==> src/int_to_decimal_ascii_assert.svh <==
// assertion macros shared by the int_to_decimal_ascii modules
`ifndef INT_TO_DECIMAL_ASCII_ASSERT_SVH
`define INT_TO_DECIMAL_ASCII_ASSERT_SVH

// same-cycle implication, disabled while reset is high
`define ITDA_ASSERT_NOW(label, clk, rst, ante, cons) \
   label: assert property (@(posedge clk) disable iff (rst) (ante) |-> (cons)) \
      else $error("itda assertion failed");

// next-cycle implication, disabled while reset is high
`define ITDA_ASSERT_NEXT(label, clk, rst, ante, cons) \
   label: assert property (@(posedge clk) disable iff (rst) (ante) |=> (cons)) \
      else $error("itda assertion failed");

`endif

==> src/itda_pkg.sv <==
// types and constants for the integer to decimal ascii converter
`default_nettype none

package itda_pkg;

   localparam int VALUE_BITS = 32;
   // bits of magnitude consumed per conversion step
   localparam int STEP_BITS  = 4;
   localparam int STEPS      = (VALUE_BITS + STEP_BITS - 1) / STEP_BITS;
   localparam int MAG_BITS   = STEPS * STEP_BITS;
   // decimal digits of 2^(VALUE_BITS-1)
   localparam int DIGITS     = ((VALUE_BITS - 1) * 30103) / 100000 + 1;
   localparam int BCD_BITS   = DIGITS * 4;
   localparam int STEP_W     = $clog2(STEPS);
   localparam int IDX_W      = $clog2(DIGITS);

   localparam logic [7:0] CHAR_ZERO  = 8'd48;
   localparam logic [7:0] CHAR_MINUS = 8'd45;
   localparam logic [3:0] DABBLE_MIN = 4'd5;
   localparam logic [3:0] DABBLE_ADD = 4'd3;

   typedef enum logic [1:0] {
      ST_IDLE,
      ST_CONVERT,
      ST_SIGN,
      ST_DIGITS
   } state_type;

   typedef struct packed {
      logic load;
      logic step;
      logic show_sign;
      logic digit_phase;
      logic digit_beat;
   } ctrl_cmd_type;

   typedef struct packed {
      logic conv_done;
      logic negative;
      logic last_digit;
   } ctrl_sts_type;

endpackage

`default_nettype wire

==> src/itda_req_if.sv <==
// input channel: one signed integer per beat
`default_nettype none

interface itda_req_if;
   logic                                valid;
   logic                                ready;
   logic signed [itda_pkg::VALUE_BITS-1:0] value;

   modport source (output valid, output value, input ready);
   modport sink   (input valid, input value, output ready);
endinterface

`default_nettype wire

==> src/itda_rsp_if.sv <==
// result channel: one ascii character per beat
`default_nettype none

interface itda_rsp_if;
   logic       valid;
   logic       ready;
   logic [7:0] char_code;
   logic       last_char;

   modport source (output valid, output char_code, output last_char, input ready);
   modport sink   (input valid, input char_code, input last_char, output ready);
endinterface

`default_nettype wire

==> src/itda_ctrl.sv <==
// controller state machine for the integer to decimal ascii converter
`default_nettype none

`include "int_to_decimal_ascii_assert.svh"

module itda_ctrl (
   input  wire logic                   clock,
   input  wire logic                   reset,
   input  wire logic                   req_valid,
   output logic                        req_ready,
   output logic                        rsp_valid,
   input  wire logic                   rsp_ready,
   input  wire itda_pkg::ctrl_sts_type sts,
   output itda_pkg::ctrl_cmd_type      cmd
);

   itda_pkg::state_type state_ff;
   itda_pkg::state_type state_in;

   always_ff @(posedge clock) begin
      if (reset) begin
         state_ff <= itda_pkg::ST_IDLE;
      end else begin
         state_ff <= state_in;
      end
   end

   always_comb begin
      state_in  = state_ff;
      cmd       = '0;
      req_ready = 1'b0;
      rsp_valid = 1'b0;
      unique case (state_ff)
         itda_pkg::ST_IDLE: begin
            req_ready = 1'b1;
            if (req_valid) begin
               cmd.load = 1'b1;
               state_in = itda_pkg::ST_CONVERT;
            end
         end
         itda_pkg::ST_CONVERT: begin
            cmd.step = 1'b1;
            if (sts.conv_done) begin
               state_in = sts.negative ? itda_pkg::ST_SIGN : itda_pkg::ST_DIGITS;
            end
         end
         itda_pkg::ST_SIGN: begin
            rsp_valid     = 1'b1;
            cmd.show_sign = 1'b1;
            if (rsp_ready) begin
               state_in = itda_pkg::ST_DIGITS;
            end
         end
         itda_pkg::ST_DIGITS: begin
            rsp_valid       = 1'b1;
            cmd.digit_phase = 1'b1;
            if (rsp_ready) begin
               cmd.digit_beat = 1'b1;
               if (sts.last_digit) begin
                  state_in = itda_pkg::ST_IDLE;
               end
            end
         end
         default: begin
            state_in = itda_pkg::ST_IDLE;
         end
      endcase
   end

   `ITDA_ASSERT_NOW(a_ready_valid_excl, clock, reset, req_ready, !rsp_valid)
   `ITDA_ASSERT_NEXT(a_load_converts, clock, reset, req_valid && req_ready,
      state_ff == itda_pkg::ST_CONVERT)
   `ITDA_ASSERT_NEXT(a_sign_then_digits, clock, reset,
      state_ff == itda_pkg::ST_SIGN && rsp_ready, state_ff == itda_pkg::ST_DIGITS)

endmodule

`default_nettype wire

==> src/itda_datapath.sv <==
// magnitude, bcd conversion and character selection datapath
`default_nettype none

`include "int_to_decimal_ascii_assert.svh"

module itda_datapath (
   input  wire logic                                   clock,
   input  wire logic                                   reset,
   input  wire logic signed [itda_pkg::VALUE_BITS-1:0] req_value,
   input  wire itda_pkg::ctrl_cmd_type                 cmd,
   output itda_pkg::ctrl_sts_type                      sts,
   output logic [7:0]                                  rsp_char_code,
   output logic                                        rsp_last_char
);

   logic [itda_pkg::MAG_BITS-1:0] mag_ff;
   logic [itda_pkg::MAG_BITS-1:0] mag_in;
   logic [itda_pkg::BCD_BITS-1:0] bcd_ff;
   logic [itda_pkg::BCD_BITS-1:0] bcd_in;
   logic [itda_pkg::STEP_W-1:0]   step_ff;
   logic [itda_pkg::STEP_W-1:0]   step_in;
   logic [itda_pkg::IDX_W-1:0]    idx_ff;
   logic [itda_pkg::IDX_W-1:0]    idx_in;
   logic                          neg_ff;
   logic                          neg_in;
   logic                          first_ff;
   logic                          first_in;

   logic [itda_pkg::VALUE_BITS-1:0] raw_mag;
   logic [itda_pkg::BCD_BITS-1:0]   dab_bcd;
   logic [itda_pkg::MAG_BITS-1:0]   dab_mag;
   logic [itda_pkg::IDX_W-1:0]      lead_idx;
   logic [itda_pkg::IDX_W-1:0]      emit_idx;
   logic [3:0]                      emit_digit;

   // two's complement magnitude, taken unsigned so the most negative value fits
   always_comb begin
      raw_mag = req_value[itda_pkg::VALUE_BITS-1]
         ? (~req_value) + itda_pkg::VALUE_BITS'(1) : req_value;
   end

   // shift-add-3 over STEP_BITS magnitude bits
   always_comb begin
      logic [itda_pkg::BCD_BITS-1:0] b;
      logic [itda_pkg::MAG_BITS-1:0] m;
      b = bcd_ff;
      m = mag_ff;
      for (int k = 0; k < itda_pkg::STEP_BITS; k++) begin
         for (int d = 0; d < itda_pkg::DIGITS; d++) begin
            if (b[d*4 +: 4] >= itda_pkg::DABBLE_MIN) begin
               b[d*4 +: 4] = b[d*4 +: 4] + itda_pkg::DABBLE_ADD;
            end
         end
         {b, m} = {b[itda_pkg::BCD_BITS-2:0], m, 1'b0};
      end
      dab_bcd = b;
      dab_mag = m;
   end

   // highest nonzero digit, digit zero when the value is zero
   always_comb begin
      lead_idx = '0;
      for (int d = 1; d < itda_pkg::DIGITS; d++) begin
         if (bcd_ff[d*4 +: 4] != 4'd0) begin
            lead_idx = itda_pkg::IDX_W'(d);
         end
      end
   end

   always_comb begin
      emit_idx   = first_ff ? lead_idx : idx_ff;
      emit_digit = bcd_ff[emit_idx*4 +: 4];
   end

   always_comb begin
      mag_in   = mag_ff;
      bcd_in   = bcd_ff;
      step_in  = step_ff;
      idx_in   = idx_ff;
      neg_in   = neg_ff;
      first_in = first_ff;
      if (cmd.load) begin
         mag_in   = itda_pkg::MAG_BITS'(raw_mag);
         bcd_in   = '0;
         step_in  = '0;
         neg_in   = req_value[itda_pkg::VALUE_BITS-1];
         first_in = 1'b1;
      end else if (cmd.step) begin
         mag_in  = dab_mag;
         bcd_in  = dab_bcd;
         step_in = step_ff + itda_pkg::STEP_W'(1);
      end else if (cmd.digit_beat) begin
         idx_in   = emit_idx - itda_pkg::IDX_W'(1);
         first_in = 1'b0;
      end
   end

   always_ff @(posedge clock) begin
      mag_ff   <= mag_in;
      bcd_ff   <= bcd_in;
      step_ff  <= step_in;
      idx_ff   <= idx_in;
      neg_ff   <= neg_in;
      first_ff <= first_in;
   end

   always_comb begin
      sts.conv_done  = step_ff == itda_pkg::STEP_W'(itda_pkg::STEPS - 1);
      sts.negative   = neg_ff;
      sts.last_digit = emit_idx == '0;
      rsp_char_code  = cmd.show_sign ? itda_pkg::CHAR_MINUS
                                     : itda_pkg::CHAR_ZERO + {4'd0, emit_digit};
      rsp_last_char  = !cmd.show_sign && (emit_idx == '0);
   end

   `ITDA_ASSERT_NOW(a_digit_decimal, clock, reset, cmd.digit_phase, emit_digit <= 4'd9)
   `ITDA_ASSERT_NEXT(a_load_sets_first, clock, reset, cmd.load, first_ff && step_ff == '0)

endmodule

`default_nettype wire

==> src/int_to_decimal_ascii.sv <==
// top level: signed integer to decimal ascii character stream
//
//   channel   dir   beat contents             accepted when
//   req_bus   in    value (signed)            valid && ready
//   rsp_bus   out   char_code, last_char      valid && ready
//
// one number is accepted, then passed through the 4-bit-per-cycle shift-add-3
// loop for bcd conversion, then sent one character per cycle while rsp_bus is
// ready, over the single character output path.
// synchronous reset returns the controller to idle and drops any number in flight.
// a stalled rsp_bus holds the current character; no new number is taken until
// the last character of the current one has left.
`default_nettype none

module int_to_decimal_ascii (
   input  wire logic    clock,
   input  wire logic    reset,
   itda_req_if.sink     req_bus,
   itda_rsp_if.source   rsp_bus
);

   itda_pkg::ctrl_cmd_type cmd;
   itda_pkg::ctrl_sts_type sts;

   itda_ctrl u_ctrl (
      .clock     (clock),
      .reset     (reset),
      .req_valid (req_bus.valid),
      .req_ready (req_bus.ready),
      .rsp_valid (rsp_bus.valid),
      .rsp_ready (rsp_bus.ready),
      .sts       (sts),
      .cmd       (cmd)
   );

   itda_datapath u_datapath (
      .clock         (clock),
      .reset         (reset),
      .req_value     (req_bus.value),
      .cmd           (cmd),
      .sts           (sts),
      .rsp_char_code (rsp_bus.char_code),
      .rsp_last_char (rsp_bus.last_char)
   );

endmodule

`default_nettype wire
==> src/flat_wrapper.sv <==
// flat-port wrapper written by rule: the top's interface ports become plain ports
module int_to_decimal_ascii_flat 
  (clock, reset, req_bus_valid, req_bus_value, req_bus_ready, rsp_bus_valid, rsp_bus_char_code, rsp_bus_last_char, rsp_bus_ready);
  itda_req_if req_bus_i ();
  itda_rsp_if rsp_bus_i ();
  input  wire logic clock;
  input  wire logic reset;
  input wire logic [$bits(req_bus_i.valid)-1:0] req_bus_valid;
  input wire logic [$bits(req_bus_i.value)-1:0] req_bus_value;
  output wire logic [$bits(req_bus_i.ready)-1:0] req_bus_ready;
  output wire logic [$bits(rsp_bus_i.valid)-1:0] rsp_bus_valid;
  output wire logic [$bits(rsp_bus_i.char_code)-1:0] rsp_bus_char_code;
  output wire logic [$bits(rsp_bus_i.last_char)-1:0] rsp_bus_last_char;
  input wire logic [$bits(rsp_bus_i.ready)-1:0] rsp_bus_ready;
  assign req_bus_i.valid = req_bus_valid;
  assign req_bus_i.value = req_bus_value;
  assign req_bus_ready = req_bus_i.ready;
  assign rsp_bus_valid = rsp_bus_i.valid;
  assign rsp_bus_char_code = rsp_bus_i.char_code;
  assign rsp_bus_last_char = rsp_bus_i.last_char;
  assign rsp_bus_i.ready = rsp_bus_ready;
  int_to_decimal_ascii u_core (.clock(clock), .reset(reset), .req_bus(req_bus_i), .rsp_bus(rsp_bus_i));
endmodule
==> config.mk <==
export PLATFORM = sky130hd
export DESIGN_NAME = int_to_decimal_ascii_flat
export DESIGN_NICKNAME = d
export VERILOG_FILES = /design/src/itda_pkg.sv /design/src/itda_req_if.sv /design/src/itda_rsp_if.sv /design/src/itda_ctrl.sv /design/src/itda_datapath.sv /design/src/int_to_decimal_ascii.sv /design/src/flat_wrapper.sv
export VERILOG_INCLUDE_DIRS = /design/src /design/src/src
export SDC_FILE = /design/constraint.sdc
export NUM_CORES = 1
export LEC_CHECK = 0
export ABC_AREA = 1
export BUFFER_PORTS_ARGS = -buffer_cell sky130_fd_sc_hd__buf_2
export CAP_MARGIN = 20
export CORE_MARGIN = 2
export CORE_UTILIZATION = 55
export CTS_CLUSTER_SIZE = 25
export DETAILED_ROUTE_END_ITERATION = 10
export GPL_ROUTABILITY_DRIVEN = 0
export HOLD_SLACK_MARGIN = 0.05
export PLACE_DENSITY = 0.73
export SLEW_MARGIN = 20
export SYNTH_ARGS = -nofsm -noshare
export SYNTH_HDL_FRONTEND = slang
export SYNTH_HIERARCHICAL = 1
export SYNTH_SLANG_ARGS = --single-unit
==> constraint.sdc <==
create_clock -name clock -period 3.85 [get_ports clock]
set_input_delay 0.385 -clock clock [delete_from_list [all_inputs] [get_ports clock]]
set_output_delay 0.385 -clock clock [all_outputs]
set_load 0.01 [all_outputs]
Word level (Yosys, flattened, before mapping). Index checks and enable logic that the tools add are counted.

Add/subtract/negate cells: 44. $lt $le $gt $ge: 40. Eq/ne operators: 9. Shift operators: 1. Muxes and demuxes: 69. Bitwise gates (word level): 3. Reduce and logical (&&, ||, !) cells: 18.

Operators by type and width (number): $mux 4 (45); $ge 4x3->1 const B (40); $add 4x2->4 const B (36); $mux 32 (3); $shiftx 40x7->4 (1); $reduce_bool 4->1 (9); $add 32x2->32 const B (1); $not 32->32 (1); $add 3x2->3 const B (4); $mux 3 (4); $mux 1 (10); $mux 2 (5); $pmux 2 s4 (1); $add 6x4->7 const A (1); $mux 7 (1); $ne 2x2->1 const B (3); $reduce_and 5->1 (1); $eq 2x2->1 const B (2); $logic_not 4->1 (1); $ne 2x1->1 const B (2); $sub 4x1->4 const B (1); $add 3x1->3 const B (1); $eq 3x3->1 const B (1); $reduce_and 3->1 (1); 8 further kinds (9).

Register bits after elaboration: 83. Input bits: 36. Output and inout port bits: 11. Word-level logic and storage cells: 191.

Logic depth before layout (Yosys ltp). Gate-level depths: netlist of run 1.

Depth after elaboration: 15. Gate-level depth with buffers: 29. Gate-level depth less buffers: 29.

Modules after synthesis. Netlist of run 1, hierarchy kept.

Modules (own cells, without submodules): itda_datapath (times used 1, cells each 1268, area each 7942.6 um2, seq. area each 1991.9 um2); itda_ctrl (times used 1, cells each 35, area each 229.0 um2, seq. area each 40.0 um2).

Worst setup path before layout of run 1. OpenSTA, ideal clock, no wires.

Kind: register to register. From: register u_core/u_datapath/bcd_ff[32] (netlist bit). To: register u_core/u_datapath/bcd_ff[38] (netlist bit). Library setup time: 0.114 ns. Arrival time: 2.865 ns. Required time: 3.736 ns. Path slack: 0.871 ns. Cell stages (with the launch flop): 28. Buffers on the path: 0. Clock period less this slack: 2.979 ns. Cells stage by stage: dfxtp_1 -> inv_1 -> ha_1 -> inv_1 -> nand2_1 -> nand3_2 -> nand3_1 -> inv_1 -> ha_1 -> inv_1 -> nand3_1 -> nand2_1 -> nand2_1 -> nand2_1 -> nand2_1 -> inv_2 -> ha_1 -> inv_1 -> nand4_1 -> nand2_1 -> nand2_1 -> xor2_1 -> ha_1 -> nand2_1 -> nand2_1 -> nand3_1 -> nand3_1 -> nand2_1.

Word-level cells in the longest chain between the ends: 8. Elaborated cells between the ends (all ways): 18. Those cells by class: 6 x add/sub; 6 x order compare; 6 x mux.

RTL lines: start, declared (RTL line itda_datapath.sv:18) `logic [itda_pkg::BCD_BITS-1:0] bcd_ff;`; start signal, assigned (RTL line itda_datapath.sv:100) `bcd_ff <= bcd_in;`; $add 4x2->4 / $ge 4x3->1 (equally long branches) (RTL line itda_datapath.sv:51, itda_datapath.sv:50); $mux 4 * (RTL line itda_datapath.sv:50) `if (b[d*4 +: 4] >= itda_pkg::DABBLE_MIN) begin`; $add 4x2->4, or another cell as far along (RTL line itda_datapath.sv:51) `b[d*4 +: 4] = b[d*4 +: 4] + itda_pkg::DABBLE_ADD;`; $mux 4 / $mux 3 (equally long branches) (RTL line itda_datapath.sv:50); $add 4x2->4, or another cell as far along (RTL line itda_datapath.sv:51); $mux 4 / $mux 3 (equally long branches) (RTL line itda_datapath.sv:50); $ge 4x3->1 / $add 3x2->3 (equally long branches) (RTL line itda_datapath.sv:50, itda_datapath.sv:51); $mux 3 * (RTL line itda_datapath.sv:50).

Mark *: on every way between the ends. The rest lies on a longest branch, timed or not. A chain may end at the register's enable or synchronous reset.

Final worst setup path of run 1.
From: register u_core/u_datapath/bcd_ff[32] (netlist bit). To: register u_core/u_datapath/bcd_ff[37] (netlist bit).

Same word-level chain as after synthesis.

==> flow_summary_export.csv, run 1 <==
group,metric,value,unit
run_status,status,"completed",
critical_path,worstPathArrival,3.65,ns
routing,wl_per_cell,12.5,µm
floorplanning,pin_count,47,
logic_synthesis,synth-main-ff-cell,"dfxtp_1",
global_route,grt_use_total,0.246,
floorplanning,core.rowCount,44,
routing,drcViolationCount,0,
critical_path,critPathLaunchType,"flop",
critical_path,required,4.10,ns
clocking,cts_max_path_buffers,2,
clocking,post_cts_buffers,0,
routing,antenna_left,0,
clocking,cts_max_level,3,
sta,tightest_slew,0.768,ns
cells_and_area,register_area,2030,µm²
routing,vias_per_cell,5.24,
routing,dr.pass1.iters,5,
critical_path,worstPathMaxFanout,6,
worst_hold_path,holdCritPathClass,"in -> reg",
cells_and_area,area_delta_synth_final,8.24,%
floorplanning,initial_utilization,0.562,
floorplanning,dieArea,15800,µm²
clocking,cts.clk_slew.worst_paths,0.07,ns
global_route,grt_pass1_wl,32600,µm
cells_and_area,layout-drive-gt1-share,0.133,
cells_and_area,layout.nets,1416,
sta,drv_slew,0,
global_route,first_global_vias,7211,
sta,min_period,3.40,ns
global_route,grt-ovfl-total,0,
place,hpwl,14600,µm
place,pre_cts_ws,0.511,ns
clocking,cts_resized,0,
critical_path,cp_slowest_cell,"dfxtp_1",
clocking,cts_root_buf,"clkbuf_16",
global_route,grt_max_degree,58,
logic_synthesis,synth-edff-count,37,
logic_synthesis,yosysUniqueCellTypes,45,
clocking,cts_made_buffers,9,
critical_path,cp-end-kind,"flop",
routing,drt_wl_total,19000,µm
logic_synthesis,syn_area,8170,µm²
floorplanning,coreArea,14500,µm²
critical_path,max_stage_delay,0.42,ns
cells_and_area,nFillCells,1481,
clocking,cts_tree,"built",
place,portBuffers,43,
floorplanning,die-height,126,µm
logic_synthesis,synthCells,1303,
clocking,cts_hold_buf,0,
logic_synthesis,synth_warnings,6,
critical_path,crit_path_frequent_cell,"nand2_1",
sta,final_hold_viol_count,0,
sta,clock_skew,0.00589,ns
logic_synthesis,ys_async_sr_fraction,0,
global_route,antenna_found_initial,0,
sta,rsz0062_at_grt,"no",
logic_synthesis,ys_seq_area_frac,0.249,
run,drv_cap,0,
sta,finalCritPeriodShare,0.882,
critical_path,crit_type,"reg -> reg",
routing,drt_iter0_markers,516,
sta,fmax,294,MHz
logic_synthesis,synth-seq-cells,83,
sta,setup_violations,0,
cells_and_area,num_antenna_cells,0,
critical_path,reg2reg_slack,0.45,ns
sta,setup_slack,0.454,ns
sta,relSlewSlack,0.485,
floorplanning,die_w,126,µm
logic_synthesis,avgSynthCellArea,6.27,µm²
sta,finalSetupTns,0,ns
clocking,cts.sinks,83,
clocking,clk_latency,0.35,ns
routing,vias,7987,
cells_and_area,multi_input_area,5270,µm²
[layout make-up]
cell class | count | area share
Clock buffer | 9 | 0.0255
Clock inverter | 7 | 0.00651
Inverter | 200 | 0.0849
Multi-Input combinational cell | 991 | 0.596
Sequential cell | 83 | 0.230
Tap cell | 184 | 0.0260
Timing Repair Buffer | 50 | 0.0317
[cells in the mapped netlist, types with 3 or more instances]
master / number / area (µm²)
nand4_1: 19 / 119
xnor2_1: 14 / 123
nand3_2: 21 / 210
o21ai_1: 26 / 130
a21oi_1: 43 / 215
o22ai_1: 9 / 56.3
clkbuf_1: 24 / 90.1
o211ai_1: 14 / 105
o21ai_2: 13 / 114
ha_1: 45 / 563
inv_1: 177 / 664
nand3_1: 133 / 666
o21ai_0: 80 / 400
o21bai_1: 7 / 52.6
dfxtp_1: 46 / 921
nor2_1: 72 / 270
edfxtp_1: 37 / 1110
inv_2: 22 / 82.6
nor3_1: 11 / 55.1
nand2_1: 390 / 1460
nand2_2: 40 / 250
buf_4: 4 / 30.0
xor2_1: 25 / 219
nand2_4: 3 / 33.8
[logic make-up (layout without fill, tap and decap cells)]
| group | count (synthesis) | in the layout | share of synthesized area |
|---|---|---|---|
| buffers and inverters | 230 | 266 | 0.109 |
| other | 2 | 3 | 0.000919 |
| AOI/OAI and AO/OA | 202 | 202 | 0.142 |
| adders and majority gates | 45 | 45 | 0.0689 |
| and+or+nand+nor | 701 | 701 | 0.387 |
| DFF | 83 | 83 | 0.249 |
| xor gates and xnor gates | 40 | 40 | 0.0438 |
[through the flow]
step | instance area [µm²] | util | hold WS (ns) | instances
finish | 8840 | 0.609 | 0.269 | 1524
global route | 8840 | 0.609 | 0.281 | 1524
CTS | 8830 | 0.608 | 0.262 | 1524
detailed placement | 8550 | 0.588 | 0.436 | 1508
global placement | 8550 | 0.588 | 0.430 | 1508
floorplan | 8180 | - | 0.422 | 1304
[placed cells by master (no fill, tap or decap), drive strengths merged, types with 2 or more instances in the layout]
master / synthesis / final
buf: 6 / 50
nor4: 2 / 2
a22o: 2 / 2
o21bai: 8 / 8
or2: 4 / 4
dfxtp: 46 / 46
nor2: 75 / 75
xor2: 26 / 26
nand3: 155 / 155
nand2: 433 / 433
conb: 2 / 3
ha: 45 / 45
inv: 199 / 204
nand4: 19 / 19
clkbuf: 24 / 9
a21oi: 45 / 45
o22ai: 9 / 9
nor3: 11 / 11
o21ai: 119 / 119
xnor2: 14 / 14
clkinv: 1 / 2
o211ai: 14 / 14
edfxtp: 37 / 37
[flip-flops by register name, summed over array words and instances, names as in the netlist]
name and flops:
u_core/u_datapath/bcd_ff 40, u_core/u_datapath/mag_ff 32, u_core/u_datapath/step_ff 3, u_core/u_datapath/first_ff 1
u_core/u_datapath/neg_ff 1, u_core/u_datapath/idx_ff 4, u_core/u_ctrl/state_ff 2
[per-layer routing]
metal / global-route usage / vias to the layer above / share of wire
li1: - / 4287 / -
met1: 0.341 / 3530 / 0.49
met2: 0.402 / 153 / 0.46
met3: 0.0331 / 17 / 0.043
met4: 0.0711 / 0 / 0.015
met5: 0 / - / 0
[critical path: cells and delay by family, from the launching register on]
family                   cells  cell delay [ns]
XOR/XNOR                     1             0.20
flip-flops                   1             0.42
AND/OR/NAND/NOR             17             1.44
buffers and inverters        6             0.44
adder cells (fa/ha/maj)      4             0.78
[worst paths after layout]
kind | startpoint | depth (start not counted) | endpoint
setup reg to reg | u_core/u_datapath/bcd_ff[32] | 28 | u_core/u_datapath/bcd_ff[37]
hold reg to reg | u_core/u_datapath/mag_ff[28] | 2 | u_core/u_datapath/bcd_ff[0]
setup / recovery | u_core/u_datapath/bcd_ff[32] | 28 | u_core/u_datapath/bcd_ff[37]
hold / removal | reset | 4 | u_core/u_ctrl/state_ff[1]
Power of run 1 is not shown: default switching activity piles up to over one toggle a cycle in this logic, so the estimate is an artifact.
==> run 2, diff against run 1 <==
--- a/config.mk
+++ b/config.mk
@@ -16,6 +16,7 @@
 export GPL_ROUTABILITY_DRIVEN = 0
 export HOLD_SLACK_MARGIN = 0.05
 export PLACE_DENSITY = 0.73
+export RECOVER_POWER = 100
 export SLEW_MARGIN = 20
 export SYNTH_ARGS = -nofsm -noshare
 export SYNTH_HDL_FRONTEND = slang
==> run 2 against run 1 <==
  * Global-route usage is the same
  * Maximum frequency shrank 0.69%
  * Cell count is the same
  * Worst setup slack lost 0.024 ns
  * Hold slack is essentially flat
  * Cell area shrank 0.98%
  * Die area is the same
  * Flip-flop and latch count is the same
==> flow_summary_export.csv, run 2 (synthesis gave the netlist of run 1 again) <==
group,metric,value,unit
run_status,status,"completed",
floorplanning,core.rowCount,44,
cells_and_area,largestRegisters,"u_core/u_datapath/bcd_ff: 40 flops, u_core/u_datapath/mag_ff: 32 flops, u_core/u_datapath/idx_ff: 4 flops",
clocking,cts_hold_buf,0,
sta,final_hold_viol_count,0,
cells_and_area,num_antenna_cells,0,
run,drv_cap,0,
global_route,grt_pass1_wl,32600,µm
clocking,cts_max_path_buffers,2,
cells_and_area,largest_reg_flops,40,
clocking,clk_latency,0.35,ns
clocking,cts_root_buf,"clkbuf_16",
cells_and_area,area_delta_synth_final,7.18,%
critical_path,crit_type,"reg -> reg",
sta,drv_slew,0,
floorplanning,pin_count,47,
cells_and_area,design_area,8760,µm²
routing,drt_iter0_markers,503,
floorplanning,initial_utilization,0.562,
sta,min_period,3.42,ns
place,place_area,8550,µm²
routing,wl_per_cell,12.5,µm
routing,drt_wl_total,19100,µm
routing,vias_per_cell,5.25,
cells_and_area,final_common_cell,"nand2_1",
routing,antenna_left,0,
global_route,grt_use_total,0.246,
critical_path,cp-end-kind,"flop",
routing,vias,8007,
cells_and_area,final_cell_mix,"394 x nand2_1, 177 x inv_1, 140 x nand3_1, 88 x o21ai_0, 73 x nor2_1",
floorplanning,die_w,126,µm
global_route,grt_max_degree,58,
clocking,cts_max_level,3,
clocking,cts.clk_slew.worst_paths,0.07,ns
routing,drcViolationCount,0,
sta,whs,0.269,ns
cells_and_area,layout-drive-gt1-share,0.115,
cells_and_area,final_cells,1524,
clocking,cts.sinks,83,
sta,fmax,292,MHz
critical_path,worstPathArrival,3.67,ns
place,portBuffers,43,
critical_path,cp_slowest_cell,"dfxtp_1",
global_route,antenna_found_initial,0,
critical_path,worstPathMaxFanout,6,
clocking,cts_tree,"built",
worst_hold_path,hold_depth,4,
cells_and_area,layout.nets,1416,
sta,rsz0062_at_grt,"no",
sta,setup_violations,0,
worst_hold_path,holdCritPathClass,"in -> reg",
place,placed_cells,1508,
cells_and_area,regMostFlops,"u_core/u_datapath/bcd_ff",
critical_path,crit_path_frequent_cell,"nand2_1",
sta,clock_skew,0.00641,ns
floorplanning,coreArea,14500,µm²
global_route,first_global_vias,7211,
global_route,grt-ovfl-total,0,
floorplanning,die-height,126,µm
sta,finalSetupTns,0,ns
clocking,post_cts_buffers,0,
critical_path,max_stage_delay,0.42,ns
sta,relSlewSlack,0.185,
place,hpwl,14600,µm
sta,tightest_slew,1.22,ns
clocking,cts_made_buffers,9,
routing,dr.pass1.iters,5,
floorplanning,dieArea,15800,µm²
critical_path,critPathLaunchType,"flop",
critical_path,reg2reg_depth,28,
critical_path,required,4.10,ns
sta,finalCritPeriodShare,0.888,
==> run 2: cell type report <==
class | count | area (µm²)
Clock buffer | 9 | 225
Timing Repair Buffer | 50 | 246
Multi-Input combinational cell | 991 | 5220
Clock inverter | 7 | 57.6
Sequential cell | 83 | 2030
Fill cell | 1497 | 5780
Tap cell | 184 | 230
Inverter | 200 | 751
==> run 2: what timing repair did <==
item,4_1_cts,5_1_grt
endpoints found under the hold margin,0,0
setup endpoints to repair,0,2
resized for setup,0,1
==> run 2: worst paths after layout <==
path,start,to,slack [ns]
worst max-delay path,u_core/u_datapath/bcd_ff[32],u_core/u_datapath/bcd_ff[37],0.43
worst min-delay path,reset,u_core/u_ctrl/state_ff[1],0.27
worst max register to register,u_core/u_datapath/bcd_ff[32],u_core/u_datapath/bcd_ff[37],0.43
worst min register to register,u_core/u_datapath/mag_ff[28],u_core/u_datapath/bcd_ff[0],0.45
==> run 2: critical path: cells and delay by family (launching register included) <==
kind	cells	cell delay, ns
XOR/XNOR	1	0.20
adder cells (fa/ha/maj)	4	0.78
buffers and inverters	6	0.44
flip-flops	1	0.42
AND/OR/NAND/NOR	17	1.46
==> run 2: per-stage QoR <==
step	utilization	setup slack, ns
after floorplan	-	0.871
after global placement	0.588	0.622
after detailed placement	0.588	0.511
after CTS	0.608	0.459
after global routing	0.603	0.0317
final	0.603	0.430
==> run 2: routing by layer <==
layer  wire length, µm  vias to the layer above  track usage
met5                 0                        -            0
li1                  -                     4285            -
met3               832                       21       0.0331
met2              8730                      153        0.402
met4               318                        0       0.0711
met1              9230                     3548        0.341
Power of run 2 is left out for the same reason.
